===== src/rtl/swm_pkg.sv =====
// Shared types and constants for the sliding window median unit.
// No dependencies; imported by every other file of the block.
package swm_pkg;

  localparam int SAMPLE_W = 32;
  localparam int MEDIAN_W = 33;
  localparam int WS_W     = 7;

  // APB register map: one 32-bit register per word
  localparam int CFG_ADDR_W = 3;
  localparam int CFG_DATA_W = 32;
  localparam int REG_IDX_W  = CFG_ADDR_W - 2;

  localparam logic [REG_IDX_W-1:0] REG_WINDOW_SIZE = '0;
  localparam logic [WS_W-1:0]      WS_RESET        = 7'd3;

  typedef logic signed [SAMPLE_W-1:0] sample_t;
  typedef logic signed [MEDIAN_W-1:0] median_t;

  // per-cycle command broadcast to every window cell
  typedef struct packed {
    logic shift;  // new sample enters, all samples age by one cell
    logic load;   // copy own sample into the token slot, clear rank
    logic step;   // compare against token, pass token to the neighbor
  } cell_ctrl_t;

endpackage


===== src/rtl/swm_cfg.sv =====
// APB configuration register block: holds window_size.
// Depends on swm_pkg.
module swm_cfg import swm_pkg::*; (
  input  logic                  clk,
  input  logic                  rst,
  input  logic                  psel,
  input  logic                  penable,
  input  logic                  pwrite,
  input  logic [CFG_ADDR_W-1:0] paddr,
  input  logic [CFG_DATA_W-1:0] pwdata,
  output logic [CFG_DATA_W-1:0] prdata,
  output logic                  pready,
  output logic [WS_W-1:0]       window_size
);

  logic                 hit;
  logic [REG_IDX_W-1:0] reg_idx;

  assign pready  = 1'b1;
  assign reg_idx = paddr[CFG_ADDR_W-1:2];
  assign hit     = (reg_idx == REG_WINDOW_SIZE);

  always_ff @(posedge clk) begin
    if (rst) begin
      window_size <= WS_RESET;
    end else if (psel && penable && pwrite && pready && hit) begin
      window_size <= pwdata[WS_W-1:0];
    end
  end

  always_comb begin
    prdata = '0;
    if (hit) begin
      prdata = {{(CFG_DATA_W-WS_W){1'b0}}, window_size};
    end
  end

endmodule


===== config.mk =====
export PLATFORM = sky130hd
export DESIGN_NAME = swm_cfg
export DESIGN_NICKNAME = d
export VERILOG_FILES = /design/src/rtl/swm_pkg.sv /design/src/rtl/swm_cfg.sv
export SDC_FILE = /design/constraint.sdc
export NUM_CORES = 1
export LEC_CHECK = 0
export ABC_AREA = 1
export BUFFER_PORTS_ARGS = -buffer_cell sky130_fd_sc_hd__buf_2
export CAP_MARGIN = 15
export CORE_MARGIN = 10
export CORE_UTILIZATION = 29
export CTS_BUF_LIST = sky130_fd_sc_hd__clkbuf_8
export DETAILED_ROUTE_END_ITERATION = 16
export GPL_TIMING_DRIVEN = 1
export PLACE_DENSITY = 0.84
export SLEW_MARGIN = 10
export SYNTH_ARGS = -nofsm -noshare
export SYNTH_HDL_FRONTEND = slang
export SYNTH_SLANG_ARGS = --single-unit

===== constraint.sdc =====
create_clock -name clk -period 0.8 [get_ports clk]
set_input_delay 0.12 -clock clk [delete_from_list [all_inputs] [get_ports clk]]
set_output_delay 0.12 -clock clk [all_outputs]
set_load 0.05 [all_outputs]

Yosys cells after proc, flatten, opt, wreduce, memory -nomap -nowiden
Cells that the tools add are included.
{ "word_totals": {"ff_bits": 7, "in_bits": 40, "elab_cells": 6} }
{ "classes": {"muxes": 1, "bitwise": 1, "n_reduce_logical": 3} }
{ "op_table": {"columns": ["operator", "n"], "rows": [
  ["7-bit two-way mux", 1],
  ["1-bit logical AND", 3],
  ["1-bit inverter", 1]
]} }

Logic depth before layout (Yosys ltp)
{ "logic_depth": {"word_depth": 3, "mapped_depth": 6, "mapped_depth_nobuf": 5} }

Worst setup path before layout
Ideal clock, no wire load.
{ "synth_path": {"path_kind": "reg2out", "from": "register window_size[2]", "to": "output port prdata[2]", "t_arrival_ps": 1379, "t_required_ps": 680, "path_slack_ps": -699, "stages_incl_launch_ff": 3, "path_buffers": 0, "path_cell_list": "dfxtp_1 inv_1 nor2_1"} }
{ "synth_via": {"elab_chain_cells": 1} }
{ "synth_lines": {"columns": ["element", "line", "source"], "rows": [
  ["from (decl)", "swm_cfg.sv:13", "output logic [WS_W-1:0] window_size"],
  ["from (signal assigned)", "swm_cfg.sv:27", "window_size <= pwdata[WS_W-1:0];"],
  ["7-bit two-way mux", "swm_cfg.sv:33", "if (hit) begin"],
  ["to (decl)", "swm_cfg.sv:11", "output logic [CFG_DATA_W-1:0] prdata,"]
]} }
No other way between the ends.

Worst setup path in the final report
{ "layout_path": {"from": "register window_size[6]", "to": "output port prdata[6]"} }
The elaborated chain is that of the path after synthesis.

==> run_results.csv <==
group,metric,value,unit
worst_hold_path,holdPathStages,3,
synth,syn_inst,90,
timing,rsz0062_at_grt,"true",
route,highest_layer,"met4",
setup_path,r2r_cells,4,
final_layout,largest_register,"window_size",
cts,hold_buffers,0,
power,power.density,1509,nW/µm²
final_layout,multi_input_area,352.8,µm²
synth,ys_ff_latch,7,
grt,grt_pass1_vias,562,
setup_path,r2r-start,"window_size[4]",
grt,antenna_found_initial,0,
route,dr_wl_met3,218,µm
placed_design,place_area,783.3,µm²
timing,post-route-period-util,122.8,%
floorplanning,coreArea,2002,µm²
setup_path,slowest_stage,"dfxtp_4",
final_layout,antenna_cells,0,
floorplanning,die_h,66.22,µm
placed_design,pre_cts_ws,-0.1493,ns
route,drtIter0Drc,25,
placed_design,place_congestion,0.7318,
synth,yosys.cell_types.count,13,
placed_design,dp_hpwl,1393,µm
grt,grt_usage,6.983,%
setup_path,critPathMaxStageDelay,0.36,ns
floorplanning,start_util,30.94,%
floorplanning,dieArea,4384,µm²
setup_path,cp-start-kind,"flop",
setup_path,crit_chain,"inv_2 -> nor2_4 -> buf_6",
timing,slew_viol_final,0,
floorplanning,dieWidth,66.22,µm
route,totalWireLength,1714,µm
timing,finClkSkew,0,ns
power,p_switching,0.6384,mW
final_layout,layout.nets,165,
cts,htreeDepth,1,
final_layout,areaGrowthSynthToFinish,54.55,%
synth,synthTopCellsByArea,"buf_4 32%, dfxtp_1 23%, inv_1 9.1%",
cts,clk_pin_slew,0.04,ns
worst_hold_path,hold_end,"window_size[1]",
setup_path,cp-end-kind,"primary output",
cts,cts_num_sinks,7,
power,clock_power_share,34.2,%
timing,final.setup.worst_slack,-0.1824,ns
route,wl_met2,822,µm
final_layout,reg_top3,"window_size: 7 flops",
floorplanning,io_pins,80,
synth,synthesis.area,619.3,µm²
synth,yosysWarnings,0,
route,dr.pass1.iters,4,
setup_path,r2r_end,"window_size[4]",
cts,cts-root-buf,"clkbuf_8",
synth,syn_avg_cell_area,6.882,µm²
timing,hold_ws,0.1048,ns
setup_path,worst-r2r-setup-slack,0.04,ns
final_layout,largest_reg_flops,7,
final_layout,nFillCells,180,
cts,clock_latency,0.23,ns
power,p_sw_share,44.20,%
power,power.internal,0.8059,mW
grt,grt_max_degree,10,
outcome,failed_checks,"negative setup slack",
synth,synth_top_cell_by_area,"buf_4",
setup_path,crit_required,0.68,ns
route,wire_per_inst,11.35,µm
setup_path,arrival,0.86,ns
route,num_vias,569,
worst_hold_path,hp-start,"pwdata[1]",
timing,period_minus_slack,0.9824,ns
grt,grt_pass1_wl,2421,µm
timing,hold_viol_final,0,
power,ir_drop,0.0008613,V
route,drcViolationCount,0,
worst_hold_path,min_path_type,"input port to flop",
route,viasPerCell,3.768,
route,antenna_left,0,
cts,cts_buffer_depth,2,
cts,cts_made_buffers,3,
power,power_frac_comb,40.7,%
route,drt-met1-wl,641,µm
synth,synth_top_cell_area_share,31.52,%
grt,overflow,0,
timing,finalSetupViolCount,14,
timing,maxClockFrequency,1.018,GHz
floorplanning,rows,16,
power,power_frac_seq,25.0,%
power,power.static_leakage,0.5287,nW
final_layout,register_area,166.4,µm²
setup_path,critPathMaxFanout,3,
setup_path,critical_path_class,"flop to primary output",
final_layout,drive_gt1_share,54.03,%
cts,cts_tree,"built",
outcome,status,"finished, violations left",
placed_design,port_buffers,26,
synth,synth_seq_area_share,22.63,%
final_layout,stdcell_area,957.2,µm²
job,timing.max_cap.violations,0,
[synthesized netlist by cell type]
cell type  count
nor2_4         1
dfxtp_1        7
nand3_1        7
buf_4         26
conb_1         2
inv_1         15
inv_4          1
nor2_8         1
nor2_1        12
nand2_4        2
nand2_1       10
buf_6          1
nor2_2         5
[what timing repair did]
action / 4_1_cts / 5_1_grt
setup endpoints to repair: 14 / 14
pin swaps: 7 / 2
buffers inserted: 0 / 2
resized for setup: 23 / 14
[layout by cell type (no fill, tap or decap), drive strengths merged]
master / instances
inv: 17
nor2: 19
nand3: 7
nand2: 12
clkbuf: 3
conb: 26
buf: 33
dfxtp: 7
[logic make-up (layout without fill, tap and decap cells)]
group / Yosys count / count (layout) / share of synthesized area (%)
flip-flops: 7 / 7 / 22.63
buffers and inverters: 43 / 53 / 43.43
AND/OR/NAND/NOR: 38 / 38 / 32.73
other: 2 / 26 / 1.213
[area by class of cell]
| cell class | count | area share, % |
|---|---|---|
| multi-input combinational | 64 | 36.86 |
| tap | 27 | 3.529 |
| timing repair buffer | 33 | 30.98 |
| inverter | 16 | 6.536 |
| clock inverter | 1 | 0.3922 |
| sequential | 7 | 17.39 |
| clock buffer | 3 | 4.314 |
[how the worst max path moves through the flow]
| stage | from | to | depth (start not counted) |
|---|---|---|---|
| 2_1_floorplan | window_size[2] | prdata[2] | 2 |
| 3_5_place_dp | paddr[2] | window_size[0] | 6 |
| 3_3_place_gp | paddr[2] | window_size[0] | 6 |
| 5_1_grt | window_size[1] | prdata[1] | 3 |
| 6_report | window_size[6] | prdata[6] | 3 |
| 4_1_cts | window_size[0] | prdata[0] | 3 |
[power groups by stage]
stage | registers (mW) | clock network (mW) | logic (mW)
after floorplan | 0.409 | 0 | 0.515
after global placement | 0.365 | 0 | 0.531
after detailed placement | 0.365 | 0 | 0.536
after CTS | 0.360 | 0.496 | 0.562
after global routing | 0.363 | 0.532 | 0.617
final | 0.362 | 0.494 | 0.588
[per-stage QoR]
stage / power (mW) / cells / TNS (ns) / utilization, %
2_1_floorplan: 0.9240 / 114 / -0.6640 / -
3_3_place_gp: 0.8953 / 145 / -1.164 / 39.13
3_5_place_dp: 0.9008 / 145 / -1.338 / 39.13
4_1_cts: 1.418 / 149 / -1.928 / 44.94
5_1_grt: 1.512 / 151 / -2.242 / 47.81
6_report: 1.444 / 151 / -1.882 / 47.81
[critical path: cells and delay by family, from the launching register on]
kind / cells / cell delay [ns]
AND/OR/NAND/NOR: 1 / 0.07
buffers and inverters: 2 / 0.21
flip-flops: 1 / 0.36
[layer usage]
metal  GRT usage (%)  up-vias
met5               0        -
met4           3.927        0
met3           3.559        4
met2           11.60       39
met1           6.874      251
li1                -      275
Power figures use the tool's default switching activity.
