--- src/rtl/swm_pkg.sv ---
// Shared types and constants for the sliding window median unit.
// No dependencies; imported by every other file of the block.
package swm_pkg;

  localparam int SAMPLE_W = 32;
  localparam int MEDIAN_W = 33;
  localparam int WS_W     = 7;

  // APB register map: one 32-bit register per word
  localparam int CFG_ADDR_W = 3;
  localparam int CFG_DATA_W = 32;
  localparam int REG_IDX_W  = CFG_ADDR_W - 2;

  localparam logic [REG_IDX_W-1:0] REG_WINDOW_SIZE = '0;
  localparam logic [WS_W-1:0]      WS_RESET        = 7'd3;

  typedef logic signed [SAMPLE_W-1:0] sample_t;
  typedef logic signed [MEDIAN_W-1:0] median_t;

  // per-cycle command broadcast to every window cell
  typedef struct packed {
    logic shift;  // new sample enters, all samples age by one cell
    logic load;   // copy own sample into the token slot, clear rank
    logic step;   // compare against token, pass token to the neighbor
  } cell_ctrl_t;

endpackage

--- src/rtl/swm_cell.sv ---
// One window cell: holds a sample at a fixed age, ranks it against a token
// that travels down the chain, and offers its sample when its rank is picked.
// Depends on swm_pkg.
module swm_cell import swm_pkg::*; #(
  parameter int IDX_W = 6,
  parameter int CNT_W = 7,
  parameter int POS   = 0
) (
  input  logic             clk,
  input  cell_ctrl_t       ctrl,
  input  logic [CNT_W-1:0] k,
  input  logic [IDX_W-1:0] sel_lo,
  input  logic [IDX_W-1:0] sel_hi,
  input  sample_t          prev_val,
  input  sample_t          tok_in_val,
  input  logic [IDX_W-1:0] tok_in_idx,
  output sample_t          val,
  output sample_t          tok_val,
  output logic [IDX_W-1:0] tok_idx,
  output sample_t          lo_val,
  output sample_t          hi_val
);

  logic [IDX_W-1:0] rank;
  logic             less;
  logic             active;

  // ties broken by age so ranks in the window are a permutation
  assign less   = (tok_val < val) || ((tok_val == val) && (tok_idx < IDX_W'(POS)));
  assign active = (CNT_W'(POS) < k);

  always_ff @(posedge clk) begin
    if (ctrl.shift) begin
      val <= prev_val;
    end
    if (ctrl.load) begin
      tok_val <= val;
      tok_idx <= IDX_W'(POS);
      rank    <= '0;
    end else if (ctrl.step) begin
      rank    <= rank + IDX_W'(less);
      tok_val <= tok_in_val;
      tok_idx <= tok_in_idx;
    end
  end

  assign lo_val = (active && rank == sel_lo) ? val : '0;
  assign hi_val = (active && rank == sel_hi) ? val : '0;

endmodule

--- config.mk ---
export PLATFORM = sky130hd
export DESIGN_NAME = swm_cell
export DESIGN_NICKNAME = d
export VERILOG_FILES = /design/src/rtl/swm_pkg.sv /design/src/rtl/swm_cell.sv
export SDC_FILE = /design/constraint.sdc
export NUM_CORES = 1
export LEC_CHECK = 0
export BUFFER_PORTS_ARGS = -buffer_cell sky130_fd_sc_hd__buf_2
export CAP_MARGIN = 10
export CORE_MARGIN = 10
export CORE_UTILIZATION = 41
export CTS_BUF_LIST = sky130_fd_sc_hd__clkbuf_8 sky130_fd_sc_hd__clkbuf_16
export DETAILED_ROUTE_END_ITERATION = 12
export PLACE_DENSITY = 0.82
export SYNTH_ARGS = -nofsm -noshare
export SYNTH_HDL_FRONTEND = slang
export SYNTH_SLANG_ARGS = --single-unit
--- constraint.sdc ---
create_clock -name clk -period 2.2 [get_ports clk]
set_input_delay 0.11 -clock clk [delete_from_list [all_inputs] [get_ports clk]]
set_output_delay 0.11 -clock clk [all_outputs]
set_load 0.03 [all_outputs]
After elaboration in Yosys (flattened, before gate mapping)
Index checks and enable logic that the tools add are counted.
W data, S select, Z words.
{"block": "word_totals", "input_bits": 93, "ramBits": 0, "word_cells": 20, "n_memories": 0, "out_inout_bits": 134, "latch_bits": 0, "regBits": 76, "romBits": 0}
{"block": "classes", "add_sub_neg": 1, "n_lt_le_gt_ge": 3, "shifts": 0, "eq_ne": 3, "multipliers": 0, "muxes": 4, "reduce_logical": 5, "bitwise_logic": 0, "div_mod_pow": 0}
{"operator": "$mux W32", "count": 4}
{"operator": "$eq A32 B32 Y1", "count": 1}
{"operator": "$lt A32 B32 Y1", "count": 1}
{"operator": "$eq A6 B6 Y1", "count": 2}
{"operator": "$lt A1 B7 Y1 const A", "count": 1}
{"operator": "$add A6 B1 Y6", "count": 1}
{"operator": "$lt A6 B1 Y1 const B", "count": 1}
{"operator": "$logic_and A1 B1 Y1", "count": 3}
{"operator": "$reduce_bool A2 Y1", "count": 1}
{"operator": "$logic_or A1 B1 Y1", "count": 1}

Logic depth before layout (Yosys ltp)
Gate-level depths: netlist of the first run.
{"block": "depth", "ltp_word": 4, "ltp_mapped": 12, "ltp_nobuf": 12}

Least setup slack after synthesis of the first run
OpenSTA, ideal clock, no wires.
{"block": "synth_timing", "path_type": "register to register", "startpoint": "reg val[23]", "endpoint": "reg rank[5]", "setup_time_ns": 0.071, "arrival_time_ns": 2.580, "path_slack_ns": -0.452, "required_ns": 2.129, "period_less_slack_ns": 2.652, "n_path_buf": 0, "path_stages_with_launch": 12, "cell_sequence": "edfxtp_1 > inv_1 > ha_1 > and4_1 > a41oi_1 > nor4_1 > a2bb2oi_1 > mux2i_1 > ha_1 > nand4_1 > or3_1 > a21oi_1"}
{"block": "synth_via", "elab_chain_cells": 4, "elab_cells_between_ends": 5, "classes_between": "add/sub (1); order compare (1); eq/ne (1); reduce/logical (2)"}
{"element": "from (decl)", "line_no": "swm_cell.sv:17", "source": "output sample_t val,"}
{"element": "from (signal assigned)", "line_no": "swm_cell.sv:34", "source": "val <= prev_val;"}
{"element": "parallel branches: the longest is 2 deep, another holds $lt A32 B32 Y1"}
{"element": "$logic_or A1 B1 Y1 (*)", "line_no": "swm_cell.sv:29", "source": "assign less = (tok_val < val) || ((tok_val == val) && (tok_idx < IDX_W'(POS)));"}
{"element": "$add A6 B1 Y6 (*)", "line_no": "swm_cell.sv:41", "source": "rank <= rank + IDX_W'(less);"}
{"element": "to (signal assigned)", "line_no": "swm_cell.sv:41"}
{"element": "to (decl)", "line_no": "swm_cell.sv:24", "source": "logic [IDX_W-1:0] rank;"}
Mark *: on every way between the ends.
A chain may end at the register's enable or synchronous reset.

Worst setup path in the final report of the first run
{"block": "layout_timing", "startpoint": "reg val[17]", "endpoint": "reg rank[3]"}
The elaborated chain is that of the path after synthesis.

==> out/metrics.yaml, run 1 <==
cts-buffers-inserted: 9
power.static_leakage_nw: 3.56
grt_pass1_wl_mm: 23.8
drt.antenna.violating_nets: 0
start_util_pct: 41.6
die_w_um: 122
type_of_element_launching_the_critical_path: "register"
synth_enable_flop_cells: 64
maxClockFrequency_ghz: 0.387
fin_nets: 816
ir_drop_mv: 0.383
syn_nets: 472
routed-via-count: 4017
final.period_utilization_pct: 118
failed_checks: "setup timing"
worstSkewPairLatency_ns: 0.35
max-cap-violations: 0
drc_errors: 0
overflow: 0
holdCritPathClass: "in2reg"
post_synth_num_cell_types: 34
crit_family: "compound AO/OA/AOI/OAI gates"
grt_max_degree: 33
place_area_um2: 5940
ctsHtreeMaxLevel: 3
crit_fanout: 2
place.detailed.hpwl_mm: 10.8
detail_route.wl_per_cell_um: 19.6
layout_cell_share_with_drive_strength_beyond_1_pct: 64.7
synthesis.instances: 346
finalHoldViolations: 0
drt_first_iter_violations: 172
design.portCount: 227
fin_setup_tns_ns: -1.60
synth_simple_gate_area_share_pct: 16.9
area_growth_pct: 75.4
power.density_nw_per_um2: 548
num_antenna_cells: 0
post_synthesis_adder_cell_area_fraction_pct: 9.75
synth.yosys.warnings: 0
cts_buffer_depth: 2
synth_top_cells_by_area: "edfxtp_1 (45%), and2_2 (10%), ha_1 (9.8%), mux2_2 (8.5%), dfxtp_1 (5.7%)"
place.gp.congestion: 0.768
postSynth.asyncResetShare_pct: 0
crit_path_end_kind: "register"
timing.final.setup_violations: 6
cp.buffers_inverters: 3
floorplan.die.height_um: 122
grt_pass1_vias: 4443
synth_compound_area_share_pct: 4.23
yosysTopAreaCell: "edfxtp_1"
placement.io_buffers: 226
synth_most_common_cell: "edfxtp_1"
layout_min_cycle_time_ns: 2.59
setup.worst_path.class: "reg2reg"
fp.dieArea_um2: 14800
syn-mean-instance-area_um2: 12.2
yosys-mux-area-fraction_pct: 10.6
ys_seq_elements: 76
minimum_setup_slack_in_the_final_design_ns: -0.385
critical_path_arrival_ns: 2.81
cp_cell_instances: "inv_1 > ha_4 > and4_4 > a41oi_4 > nor4_4 > a2bb2oi_2 > mux2i_1 > ha_2 > nand4_1 > buf_4 > buf_6 > xor2_1 > nor2_1"
finalPower_mw: 4.07
grt_antenna_before_repair: 0
slew_limit_fails: 0
rsz0062_at_grt: "yes"
slowest_delay_ns: 0.39
final_cell_area_um2: 7420
tritoncts: "yes"
cts_sinks: 76
run_status: "finished, violations left"
detailed_route_wl_mm: 16.3
placedCellCount: 746
fin_skew_ns: 0.00846
worstMarginPinSlew_ns: 0.858
crit_required_ns: 2.43
via_per_inst: 4.83
syn-cell-area_um2: 4230
fin_worst_hold_slack_ns: 0.0624
clockRootBuffer: "clkbuf_8"
ys_dominant_reg_cell: "edfxtp_1"
finalNonFillerCells: 831
critPathSlowestCell: "edfxtp_1"
maxSlewHeadroom_pct: 42.8
yosysSeqAreaShare_pct: 51.1
std_cell_rows: 37
clk_transition_reported_paths_ns: 0.08
grt.total_usage_pct: 20.7
synth_top_family_by_area: "simple AND/OR/NAND/NOR gates"
yosys.area_share.xor_xnor_pct: 3.10
synth_top_cells_by_count: "edfxtp_1 (64), and2_2 (57), ha_1 (33)"
core_area_um2: 10200
detail_route.first_pass.iterations: 4
synth_top_cell_area_share_pct: 45.4
cells by family after synthesis:
kind of cell,count (synthesis)
simple gates,105
flops,76
buf+inv,46
mux,41
fa+ha+maj,33
compound gates,30
xor+xnor,15
repair_timing:
| item | CTS | global route |
|---|---|---|
| setup buffers | 20 | 10 |
| resized for setup | 139 | 50 |
| endpoints found under the setup margin | 70 | 56 |
| endpoints found under the hold margin | 38 | 0 |
| cloned | 4 | 0 |
| hold buffers | 38 | 0 |
| pin swaps | 38 | 41 |
flip-flops by register name, summed over array words and instances, names as in the netlist:
| name | flops |
|---|---|
| rank | 6 |
| val | 32 |
| tok_idx | 6 |
| tok_val | 32 |
cells in the final DEF, fill, tap and decap left out, drive strengths merged:
master         n
a2111oi        1
a211oi         2
a21o           1
a21oi         13
a2bb2oi        2
a41oi          1
and2          64
and4           4
buf          308
clkbuf        13
clkinv         1
dfxtp         12
dlygate4sd3   38
edfxtp        64
ha            33
inv           34
mux2          32
mux2i          9
nand2          9
nand2b         2
nand4          6
nor2          13
nor4           5
o21a           1
o21ai          8
o311ai         1
or2            1
or3            1
or4            1
xnor2          8
xor2           7
layer usage:
| metal | GRT usage [%] | share of wire [%] |
|---|---|---|
| met4 | 8.72 | 3.1 |
| met2 | 38.4 | 53 |
| met5 | 0 | 0 |
| met3 | 6.38 | 7.6 |
| met1 | 20.9 | 36 |
metrics by stage:
| step | utilization [%] | worst slack (ns) |
|---|---|---|
| 5_1_grt | 72.9 | -0.535 |
| 3_5_place_dp | 58.3 | -0.490 |
| 2_1_floorplan | - | -0.314 |
| 4_1_cts | 70.9 | -0.418 |
| 6_report | 72.9 | -0.385 |
| 3_3_place_gp | 58.3 | -0.431 |
path summary, 6_finish.rpt:
kind,start,end,slack (ns),depth (start not counted)
max reg2reg,val[17],rank[3],-0.39,13
min,tok_in_val[16],tok_val[16],0.06,2
max,val[17],rank[3],-0.39,13
min reg2reg,tok_idx[3],tok_idx[3],0.49,2
report_power, final:
| part | switching, mW | internal [mW] | leakage, nW | total, mW |
|---|---|---|---|---|
| Sequential | 0.0791 | 1.70 | 0.739 | 1.78 |
| Combinational | 0.680 | 0.566 | 2.71 | 1.25 |
| Clock | 0.515 | 0.525 | 0.108 | 1.04 |
| Total | 1.27 | 2.79 | 3.56 | 4.07 |
final cells by class:
class                   instances  area, µm²
clock inverters                 3       12.5
flip-flops and latches         76       2170
clock buffers                  13        179
well taps                     136        170
multi-input cells             225       2200
repair buffers                346       2580
fillers                       675       2760
inverters                      32        120
Note: power is estimated with default switching activity, not from simulation.
==> run 2: changes to the inputs <==
Settings changed: PLACE_DENSITY 0.82 to default, PLACE_DENSITY_LB_ADDON from default to 0.25.
==> out/metrics.yaml, run 2 (synthesis gave the netlist of run 1 again) <==
fin_nets: 814  # was 816
detail_route.wl_per_cell_um: 18.5  # was 19.6 µm
use_met3_pct: 7.31  # was 6.38%
use_met2_pct: 34.8  # was 38.4%
grt.total_usage_pct: 19.4  # was 20.7%
clk_transition_reported_paths_ns: 0.08  # about the same
cell_internal_pwr_mw: 2.64  # was 2.79 mW
mostFrequentLayoutCells: "buf_2 (186), buf_4 (94), edfxtp_1 (64), and2_2 (57), dlygate4sd3_1 (38)"  # was buf_2 (178), buf_4 (65), edfxtp_1 (64), buf_6 (57), and2_4 (45)
pwr-share-clk_pct: 23.2  # was 25.6%
minimum_setup_slack_in_the_final_design_ns: -0.512  # was -0.385 ns
hold_depth: 2  # unchanged
fin_skew_ns: 0.00592  # was 0.00846 ns
failed_checks: "setup timing"  # unchanged
mostFrequentLayoutCell: "buf_2"  # unchanged
final.period_utilization_pct: 123  # was 118%
cts-buffers-inserted: 9  # unchanged
via_per_inst: 4.72  # was 4.83
start_util_pct: 41.6  # unchanged
drt.antenna.violating_nets: 0  # unchanged
final_cell_area_um2: 7020  # was 7420 µm²
std_cell_rows: 37  # unchanged
fp.dieArea_um2: 14800  # unchanged
fin_setup_tns_ns: -2.45  # was -1.60 ns
maxSlewHeadroom_pct: 44.3  # was 42.8%
worstSkewPairLatency_ns: 0.35  # about the same
num-fill-cells: 777  # was 675
layout_min_cycle_time_ns: 2.71  # was 2.59 ns
placement.io_buffers: 226  # unchanged
num_antenna_cells: 0  # unchanged
grt_pass1_vias: 4225  # was 4443
detailed_route_wl_mm: 15.3  # was 16.3 mm
crit_path_end_kind: "register"  # unchanged
run_status: "finished, violations left"  # unchanged
worstMarginPinSlew_ns: 0.836  # was 0.858 ns
die_w_um: 122  # unchanged
core_area_um2: 10200  # unchanged
cts_sinks: 76  # unchanged
slew_limit_fails: 0  # unchanged
global_route.peak_usage_layer: "met2"  # unchanged
tritoncts: "yes"  # unchanged
p_seq_share_pct: 45.7  # was 43.8%
overflow: 0  # unchanged
timing.final.setup_violations: 6  # unchanged
place.detailed.hpwl_mm: 10.8  # about the same
type_of_element_launching_the_critical_path: "register"  # unchanged
share_comb_of_total_power_pct: 31.1  # was 30.6%
place.gp.congestion: 0.787  # was 0.768
place_area_um2: 6010  # was 5940 µm²
area_growth_pct: 65.9  # was 75.4%
critical_path_arrival_ns: 2.99  # was 2.81 ns
crit_required_ns: 2.48  # was 2.43 ns
grt_pass1_wl_mm: 22.3  # was 23.8 mm
p_switching_mw: 1.26  # was 1.27 mW
cts_buffer_depth: 2  # unchanged
met1_usage_pct: 20.5  # was 20.9%
power.static_leakage_nw: 3.43  # was 3.56 nW
crit_fanout: 3  # was 2
clockRootBuffer: "clkbuf_8"  # unchanged
finalHoldViolations: 0  # unchanged
floorplan.die.height_um: 122  # unchanged
grt_antenna_before_repair: 0  # unchanged
layout.core_utilization_pct: 69.0  # was 72.9%
ir_drop_mv: 0.339  # was 0.383 mV
routed-via-count: 3911  # was 4017
drt_first_iter_violations: 192  # was 172
holdCritPathClass: "in2reg"  # unchanged
layout_cell_share_with_drive_strength_beyond_1_pct: 63.2  # was 64.7%
design.portCount: 227  # unchanged
setup.worst_path.class: "reg2reg"  # unchanged
maxClockFrequency_ghz: 0.369  # was 0.387 GHz
detail_route.first_pass.iterations: 4  # unchanged
drc_errors: 0  # unchanged
layout_top_registers: "tok_val: 32 flops, val: 32 flops"  # unchanged
max-cap-violations: 0  # unchanged
ctsHtreeMaxLevel: 3  # unchanged
r2r.worst_path.cells: 10  # was 13
rsz0062_at_grt: "yes"  # unchanged
power.density_nw_per_um2: 554  # was 548 nW/µm²
power.share.switching_pct: 32.3  # was 31.3%
grt_max_degree: 33  # unchanged
-- run 2: changes by cell type in the layout (fill, tap and decap cells not counted), sizes merged --
cell	delta
buf	-18
clkbuf	+12
clkinv	+2
inv	+2
-- run 2: layer usage --
metal  routed length, µm  vias up  part of all wire (%)
met5                   0        -                     0
met4                 257        0                   1.7
met3                1320       16                   8.6
met2                7970      169                    52
met1                5780     1830                    38
li1                    -     1896                     -
-- run 2: per-stage QoR --
step / hold WS (ns) / cells / power (mW) / setup WS, ns
global placement: 0.287 / 755 / 2.83 / -0.544
detailed placement: 0.288 / 755 / 2.86 / -0.624
finish: 0.0587 / 829 / 3.89 / -0.512
global route: 0.0365 / 829 / 4.08 / -0.590
CTS: 0.0345 / 822 / 3.86 / -0.395
floorplan: 0.209 / 346 / 2.38 / -0.314
-- run 2: what timing repair did --
| item | in CTS | in global routing |
|---|---|---|
| hold buffers | 38 | 0 |
| gates cloned | 1 | 0 |
| endpoints found under the hold margin | 38 | 0 |
| setup endpoints to repair | 70 | 67 |
| gates resized for setup | 26 | 64 |
| pin swaps | 11 | 10 |
| buffers inserted | 12 | 7 |
-- run 2: critical path: stages (launching register included) --
cell and delay, ns:
edfxtp_1 0.44, ha_4 0.30, and4_4 0.25, a41oi_4 0.15, nor4_4 0.31, a2bb2oi_2 0.11, mux2i_1 0.22, ha_2 0.23
nand4_1 0.14, or3_1 0.35, a21oi_1 0.14
-- run 2: path summary, 6_finish.rpt --
check | from | to | slack (ns)
worst max-delay path | tok_val[29] | rank[5] | -0.51
worst min-delay path | tok_in_val[16] | tok_val[16] | 0.06
worst max register to register | tok_val[29] | rank[5] | -0.51
worst min register to register | tok_idx[0] | tok_idx[0] | 0.49
-- run 2: cell type report --
cell class                 instances  area [µm²]  area share (%)
clock buffer                       9         124            1.76
clock inverter                     7        28.8           0.410
inverter                          32         120            1.71
multi-input combinational        225        2130            30.4
sequential                        76        2170            30.8
tap                              136         170            2.42
timing repair buffer             344        2280            32.5
-- run 2: power by group through the flow --
stage | clock (mW) | combinational [mW] | sequential, mW
floorplan | 0 | 0.337 | 2.05
global placement | 0 | 1.03 | 1.80
detailed placement | 0 | 1.05 | 1.81
CTS | 0.931 | 1.16 | 1.78
global route | 0.971 | 1.31 | 1.80
finish | 0.905 | 1.21 | 1.78
==> run 3: changes to the inputs <==
Settings changed: GPL_TIMING_DRIVEN from default to 0, TNS_END_PERCENT from default to 10.
==> out/metrics.yaml, run 3 (synthesis gave the netlist of run 1 again) <==
grt_max_degree: 33  # unchanged
cell_internal_pwr_mw: 2.66  # was 2.64 mW
area_growth_pct: 53.2  # was 65.9%
crit_fanout: 2  # was 3
layout_min_cycle_time_ns: 2.64  # was 2.71 ns
cpMostUsedCell: "ha_2"
mostFrequentLayoutCells: "buf_2 (221), edfxtp_1 (64), and2_2 (57), dlygate4sd3_1 (36), inv_1 (33)"  # was buf_2 (186), buf_4 (94), edfxtp_1 (64), and2_2 (57), dlygate4sd3_1 (38)
critical_path_arrival_ns: 2.84  # was 2.99 ns
timing.hold.worst.start: "tok_in_idx[0]"  # was tok_in_val[16]
core_area_um2: 10200  # unchanged
minimum_setup_slack_in_the_final_design_ns: -0.437  # was -0.512 ns
slowest_delay_ns: 0.40  # was 0.44 ns
slew_limit_fails: 0  # unchanged
pwr-share-clk_pct: 26.3  # was 23.2%
layout_top_registers: "tok_val: 32 flops, val: 32 flops"  # unchanged
share_comb_of_total_power_pct: 27.5  # was 31.1%
max-cap-violations: 0  # unchanged
place.detailed.hpwl_mm: 10.2  # was 10.8 mm
clockRootBuffer: "clkbuf_8"  # unchanged
ir_drop_mv: 0.320  # was 0.339 mV
die_w_um: 122  # unchanged
start_util_pct: 41.6  # unchanged
cts_buffer_depth: 2  # unchanged
placedCellCount: 707  # was 755
drc_errors: 0  # unchanged
timing.final.setup_violations: 11  # was 6
maxClockFrequency_ghz: 0.379  # was 0.369 GHz
final_cell_area_um2: 6480  # was 7020 µm²
fin_skew_ns: 0.0142  # was 0.00592 ns
power.static_leakage_nw: 3.17  # was 3.43 nW
grt_pass1_wl_mm: 20.2  # was 22.3 mm
drt_first_iter_violations: 98  # was 192
rsz0062_at_grt: "yes"  # unchanged
grt_pass1_vias: 4003  # was 4225
place.gp.congestion: 0.767  # was 0.787
finalHoldViolations: 0  # unchanged
detailed_route_wl_mm: 13.7  # was 15.3 mm
grt_antenna_before_repair: 0  # unchanged
p_seq_share_pct: 46.2  # was 45.7%
floorplan.die.height_um: 122  # unchanged
num-fill-cells: 827  # was 777
type_of_element_launching_the_critical_path: "register"  # unchanged
place_area_um2: 5580  # was 6010 µm²
cts_sinks: 76  # unchanged
fin_setup_tns_ns: -2.09  # was -2.45 ns
num_antenna_cells: 0  # unchanged
power.density_nw_per_um2: 599  # was 554 nW/µm²
holdCritPathClass: "in2reg"  # unchanged
crit-reg2reg-launch: "val[17]"  # was tok_val[29]
mostFrequentLayoutCell: "buf_2"  # unchanged
via_per_inst: 4.76  # was 4.72
cp.buffers_inverters: 1  # was 0
drt.antenna.violating_nets: 0  # unchanged
detail_route.first_pass.iterations: 4  # unchanged
setup.worst_path.class: "reg2reg"  # unchanged
detail_route.wl_per_cell_um: 17.6  # was 18.5 µm
worstMarginPinSlew_ns: 0.859  # was 0.836 ns
crit_family: "adder cells"  # was simple AND/OR/NAND/NOR gates
tritoncts: "yes"  # unchanged
run_status: "finished, violations left"  # unchanged
final.period_utilization_pct: 120  # was 123%
power.share.switching_pct: 31.5  # was 32.3%
ctsHtreeMaxLevel: 3  # unchanged
cts-buffers-inserted: 9  # unchanged
crit_required_ns: 2.41  # was 2.48 ns
cp_cell_instances: "inv_1 > ha_1 > and4_4 > a41oi_4 > nor4_4 > a2bb2oi_2 > mux2i_2 > ha_2 > ha_2 > nand4_1 > xor2_1 > nor2_1"  # was ha_4 > and4_4 > a41oi_4 > nor4_4 > a2bb2oi_2 > mux2i_1 > ha_2 > nand4_1 > or3_1 > a21oi_1
layout_cell_share_with_drive_strength_beyond_1_pct: 60.8  # was 63.2%
layout.core_utilization_pct: 63.7  # was 69.0%
crit_path_end_kind: "register"  # unchanged
p_switching_mw: 1.22  # was 1.26 mW
placement.io_buffers: 225  # was 226
critPathSlowestCell: "edfxtp_1"  # unchanged
finalNonFillerCells: 782  # was 829
maxSlewHeadroom_pct: 42.7  # was 44.3%
critical_path.startpoint: "val[17]"  # was tok_val[29]
grt.total_usage_pct: 17.3  # was 19.4%
fin_nets: 767  # was 814
clk_transition_reported_paths_ns: 0.09  # was 0.08 ns
fp.dieArea_um2: 14800  # unchanged
routed-via-count: 3724  # was 3911
worstSkewPairLatency_ns: 0.34  # was 0.35 ns
failed_checks: "setup timing"  # unchanged
std_cell_rows: 37  # unchanged
overflow: 0  # unchanged
design.portCount: 227  # unchanged
-- run 3: cell types whose count changed in the layout (fill, tap and decap cells not counted), sizes merged --
| cell | before | now |
|---|---|---|
| clkinvlp | 0 | 1 |
| clkinv | 3 | 1 |
| buf | 290 | 250 |
| nor4 | 5 | 4 |
| inv | 36 | 35 |
| dlygate4sd3 | 38 | 36 |
| clkbuf | 25 | 23 |
-- run 3: layout make-up --
type | count | area [µm²] | share of cell area, %
inverter | 32 | 120 | 1.85
clock buffer | 11 | 163 | 2.51
timing repair buffer | 285 | 1680 | 25.9
clock inverter | 5 | 26.3 | 0.405
tap | 136 | 170 | 2.62
multi-input combinational | 224 | 2080 | 32.0
buffer | 13 | 78.8 | 1.22
sequential | 76 | 2170 | 33.4
-- run 3: layer usage --
| metal | wire length (µm) | vias to the layer above | global-route usage, % |
|---|---|---|---|
| met5 | 0 | - | 0 |
| met4 | 235 | 0 | 5.14 |
| met3 | 1320 | 21 | 7.31 |
| met2 | 6900 | 157 | 30.2 |
| met1 | 5290 | 1748 | 18.7 |
| li1 | - | 1798 | - |
-- run 3: tightest hold or removal path, stage by stage --
cell and delay (ns):
buf_2 0.08, mux2i_1 0.05, nor2_1 0.07
-- run 3: repair_timing --
action	in CTS	in global routing
hold buffers	36	0
endpoints found under the setup margin	70	66
buffers inserted	16	8
pin swaps	7	10
resized for setup	16	35
endpoints found under the hold margin	36	0
-- run 3: final timing paths --
check	end	slack, ns	cells past startpoint
min	tok_idx[0]	0.02	3
max reg2reg	rank[4]	-0.44	12
min reg2reg	tok_idx[0]	0.49	2
max	rank[4]	-0.44	12
-- run 3: power groups by stage --
stage	Combinational, mW	Sequential, mW	Clock [mW]
floorplan	0.337	2.05	0
global placement	0.867	1.83	0
detailed placement	0.886	1.84	0
CTS	0.999	1.80	1.05
global route	1.16	1.81	1.10
finish	1.07	1.80	1.02
-- run 3: through the flow --
step                      hold WS (ns)  power (mW)  worst slack (ns)
final                           0.0151        3.88            -0.437
after CTS                      0.00370        3.84            -0.471
after global routing            0.0315        4.07            -0.586
after global placement           0.286        2.70            -0.679
after detailed placement         0.288        2.72            -0.702
after floorplan                  0.209        2.38            -0.314
